## src/rtl/assert_macros.svh

```systemverilog
`ifndef ASSERT_MACROS_SVH
`define ASSERT_MACROS_SVH

// same-cycle implication
`define ASSERT_IMPL(label, clk, rst, ante, cons) \
   label: assert property (@(posedge clk) disable iff (rst) (ante) |-> (cons)) \
      else $error("assertion failed");

// next-cycle implication
`define ASSERT_NEXT(label, clk, rst, ante, cons) \
   label: assert property (@(posedge clk) disable iff (rst) (ante) |=> (cons)) \
      else $error("assertion failed");

`endif

```

## src/rtl/rprt_pkg.sv

```systemverilog
package rprt_pkg;

   localparam int TableDepth = 64;
   localparam int AddrW      = $clog2(TableDepth);
   localparam int CntW       = $clog2(TableDepth + 1);
   localparam int LimW       = (CntW > 7) ? CntW : 7;
   localparam int MaxOut     = 64;

   localparam int PnW        = 62;
   localparam int TimeW      = 64;
   localparam int CmdW       = 2;
   localparam int StatusW    = 2;
   localparam int MaxRangesW = 7;
   localparam int CsrIdxW    = 1;
   localparam int CsrDataW   = 7;

   localparam logic [CmdW-1:0] CMD_RECEIVE = 2'd0;
   localparam logic [CmdW-1:0] CMD_CUTOFF  = 2'd1;
   localparam logic [CmdW-1:0] CMD_READ    = 2'd2;

   localparam logic [StatusW-1:0] ST_OK        = 2'd0;
   localparam logic [StatusW-1:0] ST_DUP       = 2'd1;
   localparam logic [StatusW-1:0] ST_EMPTY_ERR = 2'd2;

   localparam logic [CsrIdxW-1:0] CSR_IETF_MODE  = 1'd0;
   localparam logic [CsrIdxW-1:0] CSR_MAX_RANGES = 1'd1;

   localparam int OpW = 5;
   localparam logic [OpW-1:0] OP_NONE      = 5'd0;
   localparam logic [OpW-1:0] OP_CAPTURE   = 5'd1;
   localparam logic [OpW-1:0] OP_RX_FIRST  = 5'd2;
   localparam logic [OpW-1:0] OP_RX_START  = 5'd3;
   localparam logic [OpW-1:0] OP_CUT_START = 5'd4;
   localparam logic [OpW-1:0] OP_RD_START  = 5'd5;
   localparam logic [OpW-1:0] OP_SCAN_NEXT = 5'd6;
   localparam logic [OpW-1:0] OP_SCAN_END  = 5'd7;
   localparam logic [OpW-1:0] OP_RX_LOWER  = 5'd8;
   localparam logic [OpW-1:0] OP_RX_UPPER  = 5'd9;
   localparam logic [OpW-1:0] OP_MRG       = 5'd10;
   localparam logic [OpW-1:0] OP_SHD_READ  = 5'd11;
   localparam logic [OpW-1:0] OP_SHD_WRITE = 5'd12;
   localparam logic [OpW-1:0] OP_SHD_DONE  = 5'd13;
   localparam logic [OpW-1:0] OP_INS_PREP  = 5'd14;
   localparam logic [OpW-1:0] OP_INS_READ  = 5'd15;
   localparam logic [OpW-1:0] OP_INS_WRITE = 5'd16;
   localparam logic [OpW-1:0] OP_INS_DONE  = 5'd17;
   localparam logic [OpW-1:0] OP_CUT_HI    = 5'd18;
   localparam logic [OpW-1:0] OP_CUT_LO    = 5'd19;
   localparam logic [OpW-1:0] OP_EMIT      = 5'd20;
   localparam logic [OpW-1:0] OP_RD_EMIT   = 5'd21;

   typedef struct packed {
      logic [CmdW-1:0]  cmd;
      logic [PnW-1:0]   packet_number;
      logic [TimeW-1:0] now_time;
   } req_type;

   typedef struct packed {
      logic [StatusW-1:0] status;
      logic [PnW-1:0]     range_low;
      logic [PnW-1:0]     range_high;
      logic               range_valid;
      logic               last_range;
      logic [PnW-1:0]     largest_packet;
      logic [PnW-1:0]     cutoff_value;
      logic [TimeW-1:0]   largest_recv_time;
   } rsp_type;

   typedef struct packed {
      logic [PnW-1:0] lo;
      logic [PnW-1:0] hi;
   } range_type;

   typedef struct packed {
      logic [OpW-1:0]     op;
      logic [StatusW-1:0] status;
   } dp_cmd_type;

   typedef struct packed {
      logic [CmdW-1:0] cmd;
      logic            used_zero;
      logic            below_cut;
      logic            cut_skip;
      logic            gt_hi1;
      logic            at_lo_m1;
      logic            at_hi_p1;
      logic            ge_lo;
      logic            has_next;
      logic            scan_last;
      logic            cut_gt_hi;
      logic            cut_gt_lo;
      logic            mrg_hit;
      logic            ins_more;
      logic            rd_last;
      logic            out_free;
   } dp_stat_type;

endpackage

```

## src/rtl/rprt_ctrl.sv

```systemverilog
module rprt_ctrl (
   input  logic                  clock,
   input  logic                  reset,
   input  logic                  req_valid,
   output logic                  req_stall,
   input  rprt_pkg::dp_stat_type dp_stat,
   output rprt_pkg::dp_cmd_type  dp_cmd
);
   import rprt_pkg::*;

   localparam logic [3:0] S_IDLE     = 4'd0;
   localparam logic [3:0] S_DECODE   = 4'd1;
   localparam logic [3:0] S_RX_SCAN  = 4'd2;
   localparam logic [3:0] S_MRG      = 4'd3;
   localparam logic [3:0] S_SHD_RD   = 4'd4;
   localparam logic [3:0] S_SHD_WR   = 4'd5;
   localparam logic [3:0] S_INS_PREP = 4'd6;
   localparam logic [3:0] S_INS_RD   = 4'd7;
   localparam logic [3:0] S_INS_WR   = 4'd8;
   localparam logic [3:0] S_CUT_SCAN = 4'd9;
   localparam logic [3:0] S_RD_EMIT  = 4'd10;
   localparam logic [3:0] S_EMIT     = 4'd11;

   logic [3:0]         state_ff, state_in;
   logic [StatusW-1:0] st_ff, st_in;
   logic [OpW-1:0]     op;

   assign req_stall     = state_ff != S_IDLE;
   assign dp_cmd.op     = op;
   assign dp_cmd.status = st_ff;

   always_comb begin
      state_in = state_ff;
      st_in    = st_ff;
      op       = OP_NONE;
      unique case (state_ff)
         S_IDLE: begin
            if (req_valid) begin
               op       = OP_CAPTURE;
               state_in = S_DECODE;
            end
         end
         S_DECODE: begin
            st_in    = ST_OK;
            state_in = S_EMIT;
            unique case (dp_stat.cmd)
               CMD_RECEIVE: begin
                  priority if (dp_stat.used_zero && dp_stat.below_cut) begin
                     st_in = ST_EMPTY_ERR;
                  end else if (dp_stat.used_zero) begin
                     op = OP_RX_FIRST;
                  end else if (dp_stat.below_cut) begin
                     st_in = ST_DUP;
                  end else begin
                     op       = OP_RX_START;
                     state_in = S_RX_SCAN;
                  end
               end
               CMD_CUTOFF: begin
                  if (!dp_stat.cut_skip) begin
                     op = OP_CUT_START;
                     if (!dp_stat.used_zero) begin
                        state_in = S_CUT_SCAN;
                     end
                  end
               end
               CMD_READ: begin
                  if (!dp_stat.used_zero) begin
                     op       = OP_RD_START;
                     state_in = S_RD_EMIT;
                  end
               end
               default: begin
               end
            endcase
         end
         S_RX_SCAN: begin
            priority if (dp_stat.gt_hi1) begin
               state_in = S_INS_PREP;
            end else if (dp_stat.at_lo_m1) begin
               op       = OP_RX_LOWER;
               state_in = dp_stat.has_next ? S_MRG : S_EMIT;
            end else if (dp_stat.at_hi_p1) begin
               op       = OP_RX_UPPER;
               state_in = S_EMIT;
            end else if (dp_stat.ge_lo) begin
               st_in    = ST_DUP;
               state_in = S_EMIT;
            end else if (dp_stat.scan_last) begin
               op       = OP_SCAN_END;
               state_in = S_INS_PREP;
            end else begin
               op = OP_SCAN_NEXT;
            end
         end
         S_MRG: begin
            if (dp_stat.mrg_hit) begin
               op       = OP_MRG;
               state_in = S_SHD_RD;
            end else begin
               state_in = S_EMIT;
            end
         end
         S_SHD_RD: begin
            if (dp_stat.has_next) begin
               op       = OP_SHD_READ;
               state_in = S_SHD_WR;
            end else begin
               op       = OP_SHD_DONE;
               state_in = S_EMIT;
            end
         end
         S_SHD_WR: begin
            op       = OP_SHD_WRITE;
            state_in = S_SHD_RD;
         end
         S_INS_PREP: begin
            op       = OP_INS_PREP;
            state_in = S_INS_RD;
         end
         S_INS_RD: begin
            if (dp_stat.ins_more) begin
               op       = OP_INS_READ;
               state_in = S_INS_WR;
            end else begin
               op       = OP_INS_DONE;
               state_in = S_EMIT;
            end
         end
         S_INS_WR: begin
            op       = OP_INS_WRITE;
            state_in = S_INS_RD;
         end
         S_CUT_SCAN: begin
            priority if (dp_stat.cut_gt_hi) begin
               op       = OP_CUT_HI;
               state_in = S_EMIT;
            end else if (dp_stat.cut_gt_lo) begin
               op       = OP_CUT_LO;
               state_in = S_EMIT;
            end else if (dp_stat.scan_last) begin
               state_in = S_EMIT;
            end else begin
               op = OP_SCAN_NEXT;
            end
         end
         S_RD_EMIT: begin
            if (dp_stat.out_free) begin
               op = OP_RD_EMIT;
               if (dp_stat.rd_last) begin
                  state_in = S_IDLE;
               end
            end
         end
         S_EMIT: begin
            if (dp_stat.out_free) begin
               op       = OP_EMIT;
               state_in = S_IDLE;
            end
         end
         default: begin
            state_in = S_IDLE;
         end
      endcase
   end

   always_ff @(posedge clock) begin
      if (reset) begin
         state_ff <= S_IDLE;
         st_ff    <= ST_OK;
      end else begin
         state_ff <= state_in;
         st_ff    <= st_in;
      end
   end

endmodule

```

## config.mk

```make
export PLATFORM = sky130hd
export DESIGN_NAME = rprt_ctrl
export DESIGN_NICKNAME = d
export VERILOG_FILES = /design/src/rtl/assert_macros.svh /design/src/rtl/rprt_pkg.sv /design/src/rtl/rprt_ctrl.sv
export SDC_FILE = /design/constraint.sdc
export NUM_CORES = 1
export LEC_CHECK = 0
export ABC_AREA = 1
export BUFFER_PORTS_ARGS = -buffer_cell sky130_fd_sc_hd__buf_2
export CORE_MARGIN = 2
export CORE_UTILIZATION = 50
export CTS_BUF_LIST = sky130_fd_sc_hd__clkbuf_16
export DETAILED_ROUTE_END_ITERATION = 12
export GPL_TIMING_DRIVEN = 0
export PLACE_DENSITY = 0.75
export SLEW_MARGIN = 10
export SYNTH_ARGS = -nofsm -noshare
export SYNTH_HDL_FRONTEND = slang
export SYNTH_SLANG_ARGS = --single-unit
```

## constraint.sdc

```tcl
create_clock -name clock -period 2.2 [get_ports clock]
set_clock_uncertainty 0.1 [all_clocks]
set_input_delay 0.33 -clock clock [delete_from_list [all_inputs] [get_ports clock]]
set_output_delay 0.33 -clock clock [all_outputs]
set_load 0.01 [all_outputs]
```

# After elaboration in Yosys (flattened, before gate mapping)
# Cells that the tools add are included.
dict set report word_totals {
  ff_bits 6
  latchBits 0
  mem_bits_rw 0
  romBits 0
  inputBits 20
  word_cells 87
  n_memories 0
}
dict set report classes {
  addsub 0
  n_mul 0
  n_div 0
  n_lt_le_gt_ge 0
  eq_ne 23
  shift 0
  mux 54
  n_bitwise 0
  n_reduce_logical 8
}
# op n
set op_table {}
lappend op_table {{two-way mux 4 bit} 22}
lappend op_table {{case mux 5 bit (12 select lines)} 1}
lappend op_table {{case mux 4 bit (11 select lines)} 1}
lappend op_table {{two-way mux 5 bit} 5}
lappend op_table {{two-way mux 2 bit} 12}
lappend op_table {{== test 4 x 3 -> 1 bit, second input constant} 4}
lappend op_table {{== test 4 bit, second input constant} 4}
lappend op_table {{inequality test 2 bit, second input constant} 8}
lappend op_table {{two-way mux 3 bit} 5}
lappend op_table {{case mux 4 bit (3 select lines)} 1}
lappend op_table {{case mux 3 bit (3 select lines)} 1}
lappend op_table {{== test 4 x 2 -> 1 bit, second input constant} 2}
lappend op_table {{inequality test 6 bit, second input constant} 1}
lappend op_table {{AND reduction 6 bit} 1}
lappend op_table {{two-way mux 1 bit} 5}
lappend op_table {{AND reduction 5 bit} 1}
lappend op_table {{== test 4 x 1 -> 1 bit, second input constant} 1}
lappend op_table {{zero test 4 bit} 1}
lappend op_table {{inequality test 4 bit, second input constant} 1}
lappend op_table {{case mux 2 bit (2 select lines)} 1}
lappend op_table {{nonzero test 4 bit} 1}
lappend op_table {{== test 2 x 1 -> 1 bit, second input constant} 1}
lappend op_table {{== test 2 bit, second input constant} 1}
lappend op_table {{zero test 2 bit} 1}
lappend op_table {{3 further kinds} 3}

# Longest topological paths before layout
# Gate-level depths: netlist of the first run.
dict set report logic_depth {
  word_depth 6
  depth_mapped 10
  mapped_depth_nobuf 10
}

# Worst setup path before layout of the first run
# No wires, ideal clock.
dict set report synth_path {
  kind {register to output}
  start {reg state_ff[1]}
  end {out dp_cmd[3] (netlist name)}
  arrival_time_ps 1085
  required_time_ps 1770
  slack_ps 685
  path_stages_with_launch 7
  n_path_buf 1
  cell_sequence {dfxtp_1 > buf_6 > inv_2 > nand2_2 > nor2_4 > nand2_1 > o2111ai_1}
}
# item line_no
set synth_lines {}
lappend synth_lines {{start, declared} rprt_ctrl.sv:24} ;# logic [3:0] state_ff, state_in;
lappend synth_lines {{start signal, assigned} rprt_ctrl.sv:172} ;# state_ff <= state_in;
lappend synth_lines {{end, declared} rprt_ctrl.sv:7} ;# output rprt_pkg::dp_cmd_type dp_cmd

==> flow_summary.ini, run 1 <==
[sta]
tightestPinTransition_ns = 0.370
timing_hold_violations_final = 0
fmax_mhz = 479
rsz0062_at_grt = no
period_share_pct = 94.9
min_period_ns = 2.09
slew_headroom_pct = 75.3
drv_slew = 0
setup_viol = 0
tns_ns = 0

[min_path]
hp-class = primary input to flop

[synth]
synth_edf_count = 0
synth_seq_area_share_pct = 13.9
synth_nets = 181
synth_seq_cells = 6
mappedNetlistArea_um2 = 863
yosys_warnings = 0
synth_area_per_cell_um2 = 5.50
synthFlopType = dfxtp_1
yosysUniqueCellTypes = 22
synthesis.instances = 157
synthArstFlopShare_pct = 0

[finish]
area_growth_pct = 26.8
final_util_pct = 65.5
finalNetCount = 213
diodes = 0
drive_gt1_share_pct = 23.5
fillers = 174

[route]
wl_per_cell_um = 12.0
drcViolationCount = 0
routed_wl_um = 2450
drt_pre_antenna_iters = 4
viasPerCell = 5.31
antenna_left = 0
dr.first_iter.drc_count = 28
vias = 1084

[clock_tree]
cts_resized = 0
clk_latency_ns = 0.23
htreeDepth = 1
hold_buffers = 0
root_buffer = clkbuf_16
cts_tree = built
clk_pin_slew_ns = 0.03
cts_setup_buffers = 0
cts_made_buffers = 3
cts.sink_count = 6
ctsLongestPathBuffers = 2

[grt]
grt_usage_pct = 26.4
gr-total-overflow = 0
grt_pass1_wl_um = 3980
grt_max_degree = 9
antenna_found_initial = 0
grt_pass1_vias = 1016

[worst_setup_path]
required_ns = 1.77
worstSetupPathType = flop to primary output
slowest_stage = dfxtp_1
cp.arrival_ns = 1.66
cp_cell_sequence = nand2_2 -> nor2_4 -> nand2_1 -> a21oi_1 -> nor2_1 -> nand4_1 -> buf_2
crit_family = simple AND/OR/NAND/NOR gates
crit_fanout = 7
end_kind = primary output
crit_buf_inv = 1
slowest_delay_ns = 0.47
cp-start-kind = flop

[pwr]
p_leak_nw = 0.594
powerDensity_nw_per_um2 = 1060
ir_worst_vdd_v = 0.000762

[place]
numPortBuffers = 27
dp_hpwl_um = 2040
gp_congestion = 0.893

[floorplanning]
num_io_pins = 28
num_rows = 15
die_w_um = 45.6
start_util_pct = 51.7
coreArea_um2 = 1670
fp.dieH_um = 45.6
die-area_um2 = 2080

[flow_run]
drv_cap = 0

[run_status]
status = complete, no violations
[worst reg2reg max path, stage by stage, from the launching register on]
cell and delay [ns]:
dfxtp_1 0.33, nor2_1 0.28, nand2_1 0.18, nor2_1 0.18, nand2_1 0.10, nor2_1 0.09
nor2_1 0.07, nand2_1 0.07, a21oi_1 0.06
[routing by layer]
layer,routed length (um),share of wire [%],up-vias,track usage [%]
met1,1060,43,480,29.0
met3,110,4.5,0,6.75
met2,1290,52,33,50.1
li1,-,-,571,-
met4,0,0,0,5.29
met5,0,0,-,0
[cells in the mapped netlist (3+ instances only)]
library cell / number / area (um2)
nand2_2: 7 / 43.8
nand3_1: 9 / 45.0
nor2_1: 25 / 93.8
a21oi_1: 7 / 35.0
dfxtp_1: 6 / 120
nor2_4: 3 / 33.8
o2111ai_1: 3 / 26.3
o21ai_0: 10 / 50.1
nor3_1: 5 / 25.0
nand4_1: 3 / 18.8
nand2_1: 39 / 146
inv_1: 25 / 93.8
ha_1: 4 / 50.1
[layout by cell type, fill, tap and decap left out, drive strengths merged, types with 2 or more instances in the layout]
cell and count:
o21ai 11, o2111ai 3, nor3 5, dfxtp 6, nor2 29, inv 26, nand3b 2, buf 28
ha 4, a21oi 7, nand3 9, nand4 3, nand2 46, clkbuf 3, a31oi 2
[path summary, 6_finish.rpt]
path / start / to / slack [ns] / cells after the start
max reg2reg: state_ff[2] / state_ff[1] / 0.62 / 8
min: reset / state_ff[3] / 0.25 / 2
min reg2reg: st_ff[1] / st_ff[1] / 0.39 / 2
max: state_ff[0] / dp_cmd[2] / 0.11 / 7
[per-stage QoR]
step / hold WS, ns / cell area [um2] / power [mW] / setup WS [ns] / instances
5_1_grt: 0.265 / 1090 / 1.26 / 0.0245 / 204
2_1_floorplan: 0.299 / 863 / 0.662 / 0.685 / 157
3_3_place_gp: 0.379 / 1020 / 0.855 / 0.422 / 201
3_5_place_dp: 0.387 / 1020 / 0.861 / 0.393 / 201
6_report: 0.249 / 1090 / 1.16 / 0.111 / 204
4_1_cts: 0.247 / 1090 / 1.16 / 0.142 / 204
[logic make-up after synthesis]
kind of cell	after synthesis	share of synthesized area, %
AO/OA/AOI/OAI	25	17.2
AND/OR/NAND/NOR	95	50.4
adder cells (fa/ha/maj)	4	5.80
flip-flops	6	13.9
buffers and inverters	27	12.6
[state kept, by name, summed over array words and instances, names as in the netlist]
register / flops
st_ff: 2
state_ff: 4
[report_power, final]
part           switching (mW)  leakage, nW  internal (mW)
logic                   0.437        0.507          0.244
registers              0.0374       0.0492          0.151
clock network          0.0594       0.0370          0.233
total                   0.533        0.594          0.628
[cell type report]
class	count	area [um2]	share of cell area (%)
inverter	26	97.6	8.91
buffer	1	11.3	1.03
clock buffer	3	75.1	6.86
sequential	6	120	11.0
tap	17	21.3	1.94
timing repair buffer	27	135	12.3
multi-input combinational	124	634	57.9
Note: power is estimated with default switching activity, not from simulation.
==> inputs of run 2 (changes only) <==
Settings changed: CORE_UTILIZATION 50 to 35, PLACE_DENSITY 0.75 to 0.57.
Clock period 2.2 ns to 1.8 ns, I/O delays scaled along.
==> run 2 against run 1 <==
Effect of this change:
- the run now ends with negative setup slack left
- combinational power up 68%
- sequential share of layout area down 1.4 points
- power up 53%
- wire length up 18%
- sequential power up 43%
- via count up 7.5%
- sequential cell count unchanged
- clock power up 26%
- global-route usage down 3.6 points
- register-to-register slack worse by 0.35 ns
- largest power group unchanged
==> flow_summary.ini, run 2 (same netlist as run 1, synthesis figures left out) <==
[grt]
grt_max_degree = 7
grt_pass1_wl_um = 4750
grt_usage_pct = 22.9
gr-total-overflow = 0
antenna_found_initial = 0
grt_pass1_vias = 1129

[clock_tree]
clk_latency_ns = 0.23
htreeDepth = 1
hold_buffers = 0
cts_made_buffers = 3
ctsLongestPathBuffers = 2
cts_tree = built
clk_pin_slew_ns = 0.04
root_buffer = clkbuf_16
cts.sink_count = 6

[finish]
area_growth_pct = 55.9
diodes = 0
largest_register = state_ff
seq_area_um2 = 129
final_cell_mix = nand2_1, buf_2, inv_1
multi_input_area_um2 = 763
largest_reg_flops = 4
reg.largest.list = state_ff x4, st_ff x2
fillers = 234
drive_gt1_share_pct = 40.6
finalNetCount = 223
mostFrequentLayoutCell = nand2_1

[worst_setup_path]
required_ns = 1.43
cp-start-kind = flop
crit_fanout = 6
cp.arrival_ns = 1.45
worstSetupPathType = flop to primary output
end_kind = primary output
ff2ff_path_depth = 9

[route]
drcViolationCount = 0
drt_pre_antenna_iters = 4
routed_wl_um = 2890
antenna_left = 0
vias = 1165
viasPerCell = 5.18
dr.first_iter.drc_count = 41
wl_per_cell_um = 12.8

[floorplanning]
die_w_um = 53.7
fp.dieH_um = 53.7
die-area_um2 = 2880
num_rows = 17
num_io_pins = 28
start_util_pct = 37.9
coreArea_um2 = 2280

[pwr]
ir_worst_vdd_v = 0.000832
powerDensity_nw_per_um2 = 1320
p_leak_nw = 0.688
p_total_mw = 1.77

[sta]
period_share_pct = 101
slew_headroom_pct = 74.6
drv_slew = 0
tightestPinTransition_ns = 0.380
fin_ws_ns = -0.0200
timing_hold_violations_final = 0
fmax_mhz = 549
setup_viol = 2
tns_ns = -0.0266
holdWs_ns = 0.176
rsz0062_at_grt = yes
min_period_ns = 1.82

[place]
numPortBuffers = 27
gp_congestion = 0.902
dp_hpwl_um = 2190
pre_cts_slack_ns = 0.0639

[flow_run]
drv_cap = 0

[min_path]
worstHoldPathCells = 2
hp-class = primary input to flop

[run_status]
status = finished, violations left
failed_checks = negative setup slack
run 2: worst max-delay path, stage by stage (launching register included):
cell	delay, ns
dfxtp_1	0.30
buf_6	0.13
nand2_1	0.11
inv_1	0.08
nand3_2	0.10
o21ai_0	0.11
nor2_1	0.11
o2111ai_1	0.11
buf_2	0.17
run 2: report_power, final:
| group | switching [mW] | internal, mW | total (mW) |
|---|---|---|---|
| clock network | 0.0821 | 0.286 | 0.368 |
| registers | 0.0732 | 0.197 | 0.270 |
| logic | 0.667 | 0.469 | 1.14 |
| total | 0.823 | 0.952 | 1.77 |
run 2: stage by stage:
stage | utilization, % | cells | cell area [um2]
2_1_floorplan | - | 157 | 863
3_3_place_gp | 45.4 | 212 | 1030
3_5_place_dp | 45.4 | 212 | 1030
4_1_cts | 56.5 | 222 | 1280
5_1_grt | 59.2 | 225 | 1350
6_report | 59.2 | 225 | 1350
run 2: final timing paths:
check | endpoint | startpoint | slack (ns)
worst max-delay path | dp_cmd[3] | state_ff[1] | -0.02
worst min-delay path | state_ff[0] | reset | 0.18
worst max register to register | state_ff[3] | state_ff[1] | 0.27
worst min register to register | st_ff[1] | st_ff[1] | 0.39
run 2: final cells by class:
cell class / count / share of cell area (%)
multi-input combinational: 124 / 56.7
timing repair buffer: 37 / 16.5
sequential: 6 / 9.57
inverter: 26 / 8.18
clock buffer: 3 / 5.58
tap: 28 / 2.60
buffer: 1 / 0.836
run 2: routing by layer:
layer	vias to the layer above	global-route usage, %	wire [um]
met5	-	0	0
met2	34	41.9	1520
met3	3	5.28	111
li1	589	-	-
met4	0	6.84	21
met1	539	26.0	1240
run 2: repair_timing:
action / CTS / global route
hold endpoints to repair: 0 / 0
buffers inserted: 7 / 3
endpoints found under the setup margin: 4 / 5
pin swaps: 7 / 8
resized for setup: 35 / 11
==> inputs of run 3 (changes only) <==
Settings changed: CORE_UTILIZATION 35 to 45, PLACE_DENSITY 0.57 to 0.71.
==> run 3 against run 2 <==
Effect of this change:
- the flow still finishes with violations (negative setup slack)
- register-to-register slack worse by 0.03 ns
- sequential cell count is the same
- via count decreased by 2.5%
- sequential power is 6% higher
- first-iteration DRC count up 22%
- clock power is 3% lower
- setup slack improved by 0.0042 ns
- fmax rose by 0.23%
- largest cell class unchanged
==> flow_summary.ini, run 3 (same netlist as run 1, synthesis figures left out) <==
[worst_setup_path]
worstSetupPathType = flop to primary output
end_kind = primary output
cp-start-kind = flop
cp.arrival_ns = 1.45
required_ns = 1.43
ff2ff_path_depth = 8
crit_fanout = 8

[sta]
setup_viol = 2
rsz0062_at_grt = yes
min_period_ns = 1.82
fin_ws_ns = -0.0158
slew_headroom_pct = 75.8
drv_slew = 0
period_share_pct = 101
timing_hold_violations_final = 0
holdWs_ns = 0.169
fmax_mhz = 551
tightestPinTransition_ns = 0.360

[route]
viasPerCell = 5.19
wl_per_cell_um = 12.8
drt_pre_antenna_iters = 4
routed_wl_um = 2810
antenna_left = 0
vias = 1136
dr.first_iter.drc_count = 50
drcViolationCount = 0

[finish]
area_growth_pct = 53.0
drive_gt1_share_pct = 42.3
reg.largest.list = state_ff x4, st_ff x2
largest_register = state_ff
mostFrequentLayoutCell = nand2_1
final_cell_mix = nand2_1, buf_2, inv_1
fillers = 159
largest_reg_flops = 4
finalNetCount = 220
diodes = 0

[clock_tree]
cts_made_buffers = 3
ctsLongestPathBuffers = 2
htreeDepth = 1
clk_pin_slew_ns = 0.03
cts_tree = built
hold_buffers = 0
clk_latency_ns = 0.23
cts.sink_count = 6
root_buffer = clkbuf_16

[grt]
antenna_found_initial = 0
grt_pass1_wl_um = 4220
grt_max_degree = 9
grt_usage_pct = 26.4
grt_pass1_vias = 981
gr-total-overflow = 0

[place]
dp_hpwl_um = 2090
gp_congestion = 0.902
numPortBuffers = 27

[floorplanning]
fp.dieH_um = 47.8
die-area_um2 = 2280
start_util_pct = 48.9
die_w_um = 47.8
coreArea_um2 = 1760
num_rows = 15
num_io_pins = 28

[run_status]
failed_checks = negative setup slack
status = finished, violations left

[pwr]
seqPwrFrac_pct = 16.5
p_total_mw = 1.73
p_sw_share_pct = 47.1
p_leak_nw = 0.669
switchingPower_mw = 0.816
pwr-share-clk_pct = 20.6
powerDensity_nw_per_um2 = 1310
ir_worst_vdd_v = 0.00110
p_int_mw = 0.915
power_frac_comb_pct = 62.9

[flow_run]
drv_cap = 0

[min_path]
hp-class = primary input to flop
worstHoldPathCells = 2
-- run 3: routing by layer --
metal | wire (um) | global-route usage, % | share of wire [%] | vias to the layer above
li1 | - | - | - | 589
met1 | 1190 | 33.6 | 42 | 491
met2 | 1440 | 46.4 | 51 | 50
met3 | 149 | 7.17 | 5.3 | 6
met4 | 39 | 1.62 | 1.4 | 0
met5 | 0 | 0 | 0 | -
-- run 3: area by class of cell --
type | count | area (um2) | area share, %
repair buffers | 34 | 188 | 14.2
clock buffers | 3 | 75.1 | 5.68
multi-input cells | 124 | 774 | 58.6
plain buffers | 1 | 15.0 | 1.14
well taps | 25 | 31.3 | 2.37
flip-flops and latches | 6 | 130 | 9.85
inverters | 26 | 108 | 8.14
-- run 3: worst max-delay path, stage by stage (launching register included) --
cell	delay, ns
dfxtp_2	0.32
buf_8	0.14
inv_8	0.05
nand2_1	0.10
nor2_4	0.06
nand2_1	0.07
nand2_1	0.06
nor2_2	0.12
o2111ai_2	0.12
buf_2	0.17
-- run 3: path summary, 6_finish.rpt --
| path | start | endpoint | slack [ns] |
|---|---|---|---|
| worst max-delay path | state_ff[1] | dp_cmd[3] | -0.02 |
| worst max register to register | state_ff[1] | state_ff[1] | 0.24 |
| worst min-delay path | reset | state_ff[0] | 0.17 |
| worst min register to register | st_ff[1] | st_ff[1] | 0.38 |
-- run 3: through the flow --
| stage | cell area [um2] | setup WS [ns] | util [%] | cells | setup TNS [ns] |
|---|---|---|---|---|---|
| global placement | 1030 | 0.0731 | 58.4 | 209 | 0 |
| global route | 1320 | -0.0916 | 74.9 | 219 | -0.265 |
| detailed placement | 1030 | 0.0711 | 58.4 | 209 | 0 |
| floorplan | 863 | 0.345 | - | 157 | 0 |
| CTS | 1200 | -0.0140 | 67.9 | 215 | -0.0140 |
| finish | 1320 | -0.0158 | 74.9 | 219 | -0.0296 |
-- run 3: repair_timing --
item                       CTS  global route
gates cloned                 0             0
resized for setup           25            27
setup endpoints to repair    4             5
buffers inserted             3             4
pin swaps                    2             6
-- run 3: power by group through the flow --
stage,Clock (mW),Sequential (mW),Combinational (mW)
after global routing,0.372,0.293,1.19
after floorplan,0,0.232,0.577
after CTS,0.354,0.256,0.952
final,0.356,0.286,1.09
after detailed placement,0,0.230,0.825
after global placement,0,0.229,0.818
